[src/hw/rtl/serial_link_port_registers_macros.svh]
// ----------------------------------------------------------------------------
// Serial link port assertion macros
// Check macros for the serial link port; empty when SYNTH is defined.
// ----------------------------------------------------------------------------
`ifndef SERIAL_LINK_PORT_REGISTERS_MACROS_SVH
`define SERIAL_LINK_PORT_REGISTERS_MACROS_SVH

`ifndef SYNTH
// same-cycle implication
`define SLPR_ASSERT_IMP(label, clk, rst_n, ante, cons) \
    label: assert property (@(posedge clk) disable iff (!rst_n) (ante) |-> (cons)) \
        else $error("serial link port check failed");
// next-cycle implication
`define SLPR_ASSERT_NXT(label, clk, rst_n, ante, cons) \
    label: assert property (@(posedge clk) disable iff (!rst_n) (ante) |=> (cons)) \
        else $error("serial link port check failed");
`else
`define SLPR_ASSERT_IMP(label, clk, rst_n, ante, cons)
`define SLPR_ASSERT_NXT(label, clk, rst_n, ante, cons)
`endif

`endif

[src/hw/rtl/slpr_pkg.sv]
// ----------------------------------------------------------------------------
// Serial link port package
// Operation codes, register addresses, masks and the word types shared by
// the stages of the serial link port.
// ----------------------------------------------------------------------------
package slpr_pkg;

    typedef logic [1:0] t_op;

    localparam t_op OP_READ   = 2'd0;
    localparam t_op OP_WRITE  = 2'd1;
    localparam t_op OP_ARRIVE = 2'd2;

    localparam logic [15:0] ADDR_DATA    = 16'hFF01;
    localparam logic [15:0] ADDR_CONTROL = 16'hFF02;

    localparam logic [7:0] CTRL_READ_ONES  = 8'h7C;
    localparam logic [7:0] CTRL_WRITE_MASK = 8'h83;
    localparam logic [7:0] CTRL_START      = 8'h80;
    localparam logic [7:0] OPEN_BUS        = 8'hFF;

    typedef struct packed {
        t_op         op;
        logic [15:0] address;
        logic [7:0]  write_value;
        logic [7:0]  link_byte;
    } t_item;

    typedef struct packed {
        logic [7:0] read_data;
        logic       send_valid;
        logic [7:0] send_data;
        logic [7:0] send_control;
        logic       interrupt_request;
        logic       unknown_access;
    } t_result;

endpackage

[src/hw/rtl/serial_link_port_registers.sv]
// ----------------------------------------------------------------------------
// Serial link port registers
// Data register at 0xFF01 and control register at 0xFF02 of a byte-wide
// serial link, driven by bus reads, bus writes and bytes from the partner.
// ----------------------------------------------------------------------------
// One word is taken every cycle when the output side keeps up. Each word
// passes an input register, then the register file decodes it and updates
// the port registers as it moves into the result register, from which its
// result is offered. The input register and the result register each hold
// one word, so input stays open while a finished result waits to be taken
// and the input register is empty; o_ready follows i_ready when both are full.
`include "serial_link_port_registers_macros.svh"

module serial_link_port_registers (
    input  logic        i_clk,
    input  logic        i_rst_n,
    input  logic        i_valid,
    output logic        o_ready,
    input  logic [1:0]  i_op,
    input  logic [15:0] i_address,
    input  logic [7:0]  i_write_value,
    input  logic [7:0]  i_link_byte,
    output logic        o_valid,
    input  logic        i_ready,
    output logic [7:0]  o_read_data,
    output logic        o_send_valid,
    output logic [7:0]  o_send_data,
    output logic [7:0]  o_send_control,
    output logic        o_interrupt_request,
    output logic        o_unknown_access
);
    import slpr_pkg::*;

    t_item   in_item;
    t_item   held_item;
    logic    held_vld;
    logic    out_free;
    logic    advance;
    t_result next_result;
    t_result out_result;

    assign in_item.op          = i_op;
    assign in_item.address     = i_address;
    assign in_item.write_value = i_write_value;
    assign in_item.link_byte   = i_link_byte;

    // move a word on when the result register can take it
    assign advance = held_vld && out_free;

    slpr_in_reg u_in_reg (
        .i_clk     (i_clk),
        .i_rst_n   (i_rst_n),
        .i_valid   (i_valid),
        .o_ready   (o_ready),
        .i_item    (in_item),
        .i_advance (advance),
        .o_valid   (held_vld),
        .o_item    (held_item)
    );

    slpr_regfile u_regfile (
        .i_clk     (i_clk),
        .i_rst_n   (i_rst_n),
        .i_advance (advance),
        .i_item    (held_item),
        .o_result  (next_result)
    );

    slpr_out_reg u_out_reg (
        .i_clk    (i_clk),
        .i_rst_n  (i_rst_n),
        .i_load   (advance),
        .i_result (next_result),
        .o_free   (out_free),
        .o_valid  (o_valid),
        .i_ready  (i_ready),
        .o_result (out_result)
    );

    assign o_read_data         = out_result.read_data;
    assign o_send_valid        = out_result.send_valid;
    assign o_send_data         = out_result.send_data;
    assign o_send_control      = out_result.send_control;
    assign o_interrupt_request = out_result.interrupt_request;
    assign o_unknown_access    = out_result.unknown_access;

    `SLPR_ASSERT_IMP(a_send_has_start, i_clk, i_rst_n, o_valid && o_send_valid, o_send_control[7])
    `SLPR_ASSERT_IMP(a_send_xor_irq, i_clk, i_rst_n, o_valid, !(o_send_valid && o_interrupt_request))
    `SLPR_ASSERT_IMP(a_unknown_quiet, i_clk, i_rst_n, o_valid && o_unknown_access, !o_send_valid && !o_interrupt_request)
    `SLPR_ASSERT_NXT(a_advance_loads, i_clk, i_rst_n, advance, o_valid)

endmodule

[src/hw/rtl/slpr_in_reg.sv]
// ----------------------------------------------------------------------------
// Serial link port input register
// Holds one incoming word until the register file takes it.
// ----------------------------------------------------------------------------
module slpr_in_reg (
    input  logic           i_clk,
    input  logic           i_rst_n,
    input  logic           i_valid,
    output logic           o_ready,
    input  slpr_pkg::t_item i_item,
    input  logic           i_advance,
    output logic           o_valid,
    output slpr_pkg::t_item o_item
);
    import slpr_pkg::*;

    logic  r_vld;
    t_item r_item;

    // free when empty or draining this cycle
    assign o_ready = !r_vld || i_advance;

    always_ff @(posedge i_clk) begin
        if (!i_rst_n) begin
            r_vld <= 1'b0;
        end else if (o_ready) begin
            r_vld <= i_valid;
        end
    end

    always_ff @(posedge i_clk) begin
        if (i_valid && o_ready) begin
            r_item <= i_item;
        end
    end

    assign o_valid = r_vld;
    assign o_item  = r_item;

endmodule

[src/hw/rtl/slpr_regfile.sv]
// ----------------------------------------------------------------------------
// Serial link port register file
// Data, control and arrival registers with the bus decode and transfer
// control; yields the result of the word held in the input register.
// ----------------------------------------------------------------------------
module slpr_regfile (
    input  logic             i_clk,
    input  logic             i_rst_n,
    input  logic             i_advance,
    input  slpr_pkg::t_item   i_item,
    output slpr_pkg::t_result o_result
);
    import slpr_pkg::*;

    logic [7:0] r_data_byte,    n_data_byte;
    logic [7:0] r_control_byte, n_control_byte;
    logic       r_active,       n_active;
    logic       r_pending,      n_pending;
    logic [7:0] r_arrived_byte, n_arrived_byte;
    logic [7:0] masked_value;
    t_result    res;

    assign masked_value = i_item.write_value & CTRL_WRITE_MASK;

    always_comb begin
        n_data_byte    = r_data_byte;
        n_control_byte = r_control_byte;
        n_active       = r_active;
        n_pending      = r_pending;
        n_arrived_byte = r_arrived_byte;
        res            = '0;
        case (i_item.op)
            OP_READ: begin
                if (i_item.address == ADDR_DATA) begin
                    // a fresh byte is returned once, then the stored data
                    if (r_pending) begin
                        n_pending     = 1'b0;
                        res.read_data = r_arrived_byte;
                    end else begin
                        res.read_data = r_data_byte;
                    end
                end else if (i_item.address == ADDR_CONTROL) begin
                    res.read_data = r_control_byte | CTRL_READ_ONES;
                end else begin
                    res.read_data      = OPEN_BUS;
                    res.unknown_access = 1'b1;
                end
            end
            OP_WRITE: begin
                if (i_item.address == ADDR_DATA) begin
                    n_data_byte = i_item.write_value;
                end else if (i_item.address == ADDR_CONTROL) begin
                    n_control_byte = masked_value;
                    // start only when idle; a busy write just updates control
                    if (((masked_value & CTRL_START) != 8'h00) && !r_active) begin
                        n_active         = 1'b1;
                        n_pending        = 1'b0;
                        res.send_valid   = 1'b1;
                        res.send_data    = r_data_byte;
                        res.send_control = masked_value;
                    end
                end else begin
                    res.unknown_access = 1'b1;
                end
            end
            OP_ARRIVE: begin
                // drop the byte unless a transfer is running
                if (r_active) begin
                    n_arrived_byte        = i_item.link_byte;
                    n_pending             = 1'b1;
                    n_active              = 1'b0;
                    n_control_byte        = r_control_byte & ~CTRL_START;
                    res.interrupt_request = 1'b1;
                end
            end
            default: begin
            end
        endcase
    end

    always_ff @(posedge i_clk) begin
        if (!i_rst_n) begin
            r_data_byte    <= 8'h00;
            r_control_byte <= 8'h00;
            r_active       <= 1'b0;
            r_pending      <= 1'b0;
            r_arrived_byte <= 8'h00;
        end else if (i_advance) begin
            r_data_byte    <= n_data_byte;
            r_control_byte <= n_control_byte;
            r_active       <= n_active;
            r_pending      <= n_pending;
            r_arrived_byte <= n_arrived_byte;
        end
    end

    assign o_result = res;

endmodule

[src/hw/rtl/slpr_out_reg.sv]
// ----------------------------------------------------------------------------
// Serial link port result register
// Holds one result word until the consumer takes it.
// ----------------------------------------------------------------------------
module slpr_out_reg (
    input  logic             i_clk,
    input  logic             i_rst_n,
    input  logic             i_load,
    input  slpr_pkg::t_result i_result,
    output logic             o_free,
    output logic             o_valid,
    input  logic             i_ready,
    output slpr_pkg::t_result o_result
);
    import slpr_pkg::*;

    logic    r_vld;
    t_result r_result;

    assign o_free = !r_vld || i_ready;

    always_ff @(posedge i_clk) begin
        if (!i_rst_n) begin
            r_vld <= 1'b0;
        end else if (o_free) begin
            r_vld <= i_load;
        end
    end

    always_ff @(posedge i_clk) begin
        if (i_load) begin
            r_result <= i_result;
        end
    end

    assign o_valid  = r_vld;
    assign o_result = r_result;

endmodule

[config.mk]
export PLATFORM = sky130hd
export DESIGN_NAME = serial_link_port_registers
export DESIGN_NICKNAME = d
export VERILOG_FILES = /design/src/hw/rtl/slpr_pkg.sv /design/src/hw/rtl/serial_link_port_registers.sv /design/src/hw/rtl/slpr_in_reg.sv /design/src/hw/rtl/slpr_regfile.sv /design/src/hw/rtl/slpr_out_reg.sv
export VERILOG_INCLUDE_DIRS = /design/src /design/src/hw/rtl
export SDC_FILE = /design/constraint.sdc
export NUM_CORES = 1
export LEC_CHECK = 0
export ABC_AREA = 1
export ABC_CLOCK_PERIOD_IN_PS = 1800
export BUFFER_PORTS_ARGS = -buffer_cell sky130_fd_sc_hd__buf_2
export CELL_PAD_IN_SITES_DETAIL_PLACEMENT = 1
export CELL_PAD_IN_SITES_GLOBAL_PLACEMENT = 1
export CORE_MARGIN = 2
export CORE_UTILIZATION = 42
export DETAILED_ROUTE_END_ITERATION = 10
export GPL_TIMING_DRIVEN = 0
export MAX_ROUTING_LAYER = met4
export PLACE_DENSITY_LB_ADDON = 0.1
export SYNTH_ARGS = -nofsm -noshare
export SYNTH_HDL_FRONTEND = slang
export SYNTH_SLANG_ARGS = --single-unit
[constraint.sdc]
create_clock -name i_clk -period 1.8 [get_ports i_clk]
set_input_delay 0.36 -clock i_clk [delete_from_list [all_inputs] [get_ports i_clk]]
set_output_delay 0.36 -clock i_clk [all_outputs]
set_load 0.02 [all_outputs]
* After elaboration in Yosys (flattened, before gate mapping)
Index checks and enable logic that the tools add are counted.
** Word-level totals
- Register bits after elaboration :: 84
- Bits of input ports :: 38
- Output and inout port bits :: 29
- Word-level logic and storage cells :: 75
** Operators by class
- Equal/unequal tests :: 9
- Mux-type cells :: 20
- Bitwise logic cells :: 6
- Reductions and logical operators :: 21
** Operator list (number)
- $mux W8 :: 6
- $eq A16 B16 Y1 const B :: 2
- $mux W17 :: 1
- $pmux W8 S2 :: 1
- $reduce_and A5 Y1 :: 3
- $mux W1 :: 10
- $ne A2 B1 Y1 const B :: 4
- $reduce_and A7 Y1 :: 1
- $not A1 Y1 :: 6
- $reduce_and A3 Y1 :: 2
- $reduce_or A2 Y1 :: 2
- $reduce_or A4 Y1 :: 1
- $logic_and A1 B1 Y1 :: 3
- $logic_not A1 Y1 :: 3
- $pmux W1 S3 :: 1
- $reduce_bool A3 Y1 :: 1
- $reduce_or A3 Y1 :: 1
- $eq A2 B1 Y1 const B :: 1
- $eq A2 B2 Y1 const B :: 1
- $logic_not A2 Y1 :: 1
- $logic_or A1 B1 Y1 :: 2
- $ne A2 B2 Y1 const B :: 1
- $pmux W1 S2 :: 1
- $reduce_bool A2 Y1 :: 1

* Logic depth before layout (Yosys ltp)
- Depth in word-level cells :: 6
- Depth in mapped cells :: 10
- Gate-level depth less buffers :: 10

* Cells and area by module
From an unflattened synthesis, not the netlist that was laid out.
** Unflattened totals
- Cells, all modules :: 291
- Area total of the unflattened synthesis :: 3365.7 um^2
** Modules (own cells, without submodules)
- slpr_regfile :: instances 1, cells each 215, area an instance 1428.9 um^2, sequential area each 420.4 um^2
- slpr_in_reg :: instances 1, cells each 41, area an instance 1072.3 um^2, sequential area each 1041.0 um^2
- slpr_out_reg :: instances 1, cells each 33, area an instance 857.1 um^2, sequential area each 830.8 um^2
- serial_link_port_registers :: instances 1, cells each 2, area an instance 7.5 um^2, sequential area each 0.0 um^2

* Worst setup path after synthesis
Ideal clock, no wire load.
- Kind :: register -> register
- Start point :: register u_out_reg.r_vld, in the netlist u_out_reg.o_valid
- End point :: register u_in_reg.r_item (netlist bit u_in_reg.o_item[0]) (enable)
- Setup time :: 0.389 ns
- Arrival :: 1.410 ns
- Data required time :: 1.411 ns
- Slack :: 0.001 ns
- Stages on the path, launching flop included :: 4
- Path through :: dfxtp_1 > nand3_1 > nand2_1 > inv_1
** Between the ends
- Word-level cells in the longest chain between the ends :: 5
** Ends and longest elaborated chain
- start, declared :: RTL line slpr_out_reg.sv:17 : logic r_vld;
- start signal, assigned :: RTL line slpr_out_reg.sv:26 : r_vld <= i_load;
- $logic_not A1 Y1 :: RTL line slpr_out_reg.sv:20 : assign o_free = !r_vld || i_ready;
- $logic_or A1 B1 Y1 :: RTL line slpr_out_reg.sv:20
- $logic_and A1 B1 Y1 :: RTL line serial_link_port_registers.sv:48 : assign advance = held_vld && out_free;
- $logic_or A1 B1 Y1 :: RTL line slpr_in_reg.sv:21 : assign o_ready = !r_vld || i_advance;
- net o_ready :: RTL line serial_link_port_registers.sv:18 : output logic o_ready,
- $logic_and A1 B1 Y1 :: RTL line slpr_in_reg.sv:32 : if (i_valid && o_ready) begin
- end signal, assigned :: RTL line slpr_in_reg.sv:33 : r_item <= i_item;
- end, declared :: RTL line slpr_in_reg.sv:18 : t_item r_item;
The timed path passes the listed nets, and every way through them passes these cells.
A chain may end at the register's enable or synchronous reset.

* Worst setup path after layout
- Start point :: register u_out_reg.r_vld, in the netlist u_out_reg.o_valid
- End point :: register u_regfile.r_arrived_byte[0]
** Between the ends
- Word-level cells in the longest chain between the ends :: 4
** Ends and longest elaborated chain
- $logic_not A1 Y1 :: RTL line slpr_out_reg.sv:20
- $logic_or A1 B1 Y1 :: RTL line slpr_out_reg.sv:20
- $logic_and A1 B1 Y1 :: RTL line serial_link_port_registers.sv:48
- net advance :: RTL line serial_link_port_registers.sv:38 : logic advance;
- $reduce_and A3 Y1 (no source line)
- end signal, assigned :: RTL line slpr_regfile.sv:93 : r_arrived_byte <= n_arrived_byte;
- end, declared :: RTL line slpr_regfile.sv:19 : logic [7:0] r_arrived_byte, n_arrived_byte;
The timed path passes the listed nets, and every way through them passes these cells.

==> metrics.md <==
| Metric | Value |
|---|---|
| Largest net degree at the start of global routing | 35 |
| WP data required | 2.04 ns |
| RSZ-0062 raised after global routing | false |
| Max VDD drop | 0.000591 V |
| Max Root-Sink Buffers | 2 |
| Status | finished clean |
| Top_reg_cell synth | edfxtp_1 |
| Antenna Nets Post-Route | 0 |
| Hold path cells | 1 |
| Area growth syn-to-layout | 20.3% |
| First-pass GRT wire length | 9430 microns |
| Synthesized instance count | 271 |
| Layout cell share with drive strength beyond 1 | 32.1% |
| CP max FO | 26 |
| WP depth | 8 |
| Via count | 2,070 |
| Commonest non-fill, non-tap cell in the layout | buf_2 |
| Startpoint types | flop |
| Drt first-iter violations | 56 |
| # setup viols final | 0 |
| Clk_lat worst skew | 0.35 ns |
| Fin Hold WS | 0.174 ns |
| Sequential share of the synthesized area | 68.6% |
| Worst slack at placement | -0.247 ns |
| Hold_buf cts | 0 |
| Die extent in y | 90.2 microns |
| ANT cells | 0 |
| Crit path arrival time | 1.80 ns |
| Placed cell areas | 3560 sq um |
| Antenna violations before repair | 0 |
| # DRC | 0 |
| Min cycle time layout | 1.56 ns |
| Final Slew Violations | 0 |
| CP endpoint kind | flop |
| Top Family by Delay on Critical Path | simple AND/OR/NAND/NOR gates |
| CTS sink cnt | 79 |
| WP buf/inv | 2 |
| Worst path slowest cell | dfxtp_1 |
| Post-route setup slack | 0.241 ns |
| Core ar. | 7210 sq um |
| Hold WC Path Type | input port to flop |
| Htree depth | 3 |
| Yosys warns | 0 |
| Final Cycle Share | 86.6% |
| EDFF count, synth | 56 |
| Clock Tree Root | clkbuf_8 |
| DP HPWL | 4320 microns |
| Synth cell types | 27 |
| Setup bufs post-CTS | 0 |
| Post-route cell area | 3760 sq um |
| FP Rows | 31 |
| Final Hold Vio Count | 0 |
| Initial core utilization | 43.3% |
| Port Buffers | 60 |
| GRT overflow | 0 |
| Die area | 8140 sq um |
| CTS tree | done |
| Cells on worst reg2reg path | 8 |
| Pwr per Cell Area | 927 nW/um^2 |
| Placer Congestion | 0.774 |
| Layout Nets | 385 |
| Cell breakdown of the critical path | nand2_1, nand2_2, inv_4, nand2_2, nor2_4, inv_2, nor2_1, nor2_1 |
| Die X | 90.2 microns |
| Number of synthesized register bits | 79 |
| Max Fclk | 641 MHz |
| Final Skew | 0.00972 ns |
| Commonest non-fill, non-tap cells in the layout | 61 x buf_2, 56 x edfxtp_1, 39 x nor2_1 |
| Worst path max stage delay | 0.33 ns |
| Routed WL | 5830 microns |
| Max_cap viols | 0 |
| Via-per-instance ratio | 4.59 |
| Synth Cell Area | 3120 sq um |
| Crit path kind | flop to flop |
| Post-synthesis area per instance | 11.5 sq um |
| WL/cell | 12.9 microns |
| Pleak | 1.58 nW |
| CTS Buf Count | 9 |
| Top-level port count | 67 |
| Vias in the first global route | 2,025 |
| Pre-Repair DR Iteration Count | 4 |
| Asr flop ratio synth | 0% |
| Clk slew on worst S/H paths | 0.09 ns |
| GRT Total Usage | 15.3% |
-- final timing paths --
path	from	slack, ns	to
hold reg to reg	u_regfile.r_data_byte[6]	0.49	u_regfile.r_data_byte[6]
hold / removal	i_write_value[2]	0.17	u_in_reg.o_item[10]
setup / recovery	u_out_reg.o_valid	0.24	u_regfile.r_arrived_byte[0]
setup reg to reg	u_out_reg.o_valid	0.24	u_regfile.r_arrived_byte[0]
-- power breakdown --
part,total (mW),internal [mW],leakage (nW),switching [mW]
Clock,1.20,0.516,0.0877,0.688
Sequential,2.05,2.02,0.730,0.0269
Combinational,0.228,0.0765,0.758,0.151
Total,3.48,2.62,1.58,0.866
-- Yosys cell counts, types with 5 or more instances --
library cell,n,area (sq um)
a21oi_1,20,100
buf_4,5,37.5
dfxtp_1,23,460
edfxtp_1,56,1680
inv_1,32,120
inv_2,7,26.3
nand2_1,25,93.8
nand2_2,6,37.5
nor2_1,39,146
nor2_4,5,56.3
o21ai_0,24,120
o21ai_1,5,25.0
-- final cells by class --
type                            count  area [sq um]
Sequential cell                    79          2140
Fill cell                         828          3460
Timing Repair Buffer               60           300
Tap cell                           99           124
Multi-Input combinational cell    147           781
Inverter                           40           158
Clock inverter                      7          57.6
Timing Repair inverter              1          7.51
Buffer                              9          62.6
Clock buffer                        9           124
-- worst reg2reg max path, stage by stage, from the launching register on --
cell	delay, ns
dfxtp_1	0.33
nand2_1	0.10
nand2_2	0.12
inv_4	0.28
nand2_2	0.13
nor2_4	0.20
inv_2	0.12
nor2_1	0.12
nor2_1	0.06
-- metal layers --
metal  track usage (%)  wire length (microns)  vias to the layer above
met4              7.69                    114                        0
met5                 -                      0                        -
li1                  -                      -                     1043
met1              18.4                   2580                      961
met2              24.7                   2870                       56
met3              2.85                    255                       10
-- through the flow --
step | total power, mW | util [%] | std cells | setup TNS, ns
2_1_floorplan | 2.23 | - | 275 | 0
3_3_place_gp | 2.31 | 49.4 | 434 | -6.61
3_5_place_dp | 2.32 | 49.4 | 434 | -9.02
4_1_cts | 3.51 | 51.9 | 450 | 0
5_1_grt | 3.60 | 52.1 | 451 | 0
6_report | 3.48 | 52.1 | 451 | 0
-- repair_timing --
action,CTS,global route
cloned,0,1
resized for setup,1,3
setup endpoints to repair,34,42
hold endpoints to repair,0,0
-- sequential cells by signal, indices dropped and copies added, names as in the netlist --
| name | cells |
|---|---|
| u_in_reg.o_item | 34 |
| u_in_reg.o_valid | 1 |
| u_out_reg.o_result | 22 |
| u_out_reg.o_valid | 1 |
| u_regfile.r_active | 1 |
| u_regfile.r_arrived_byte | 8 |
| u_regfile.r_control_byte | 3 |
| u_regfile.r_data_byte | 8 |
| u_regfile.r_pending | 1 |
-- cell families (layout without fill, tap and decap cells) --
family | count (synthesis) | count (layout) | synth area share (%)
other cells | 1 | 5 | 0.120
flops | 79 | 79 | 68.6
compound gates | 50 | 50 | 8.10
simple gates | 92 | 92 | 16.3
buf+inv | 49 | 126 | 6.85
(Power assumes the default switching activity.)
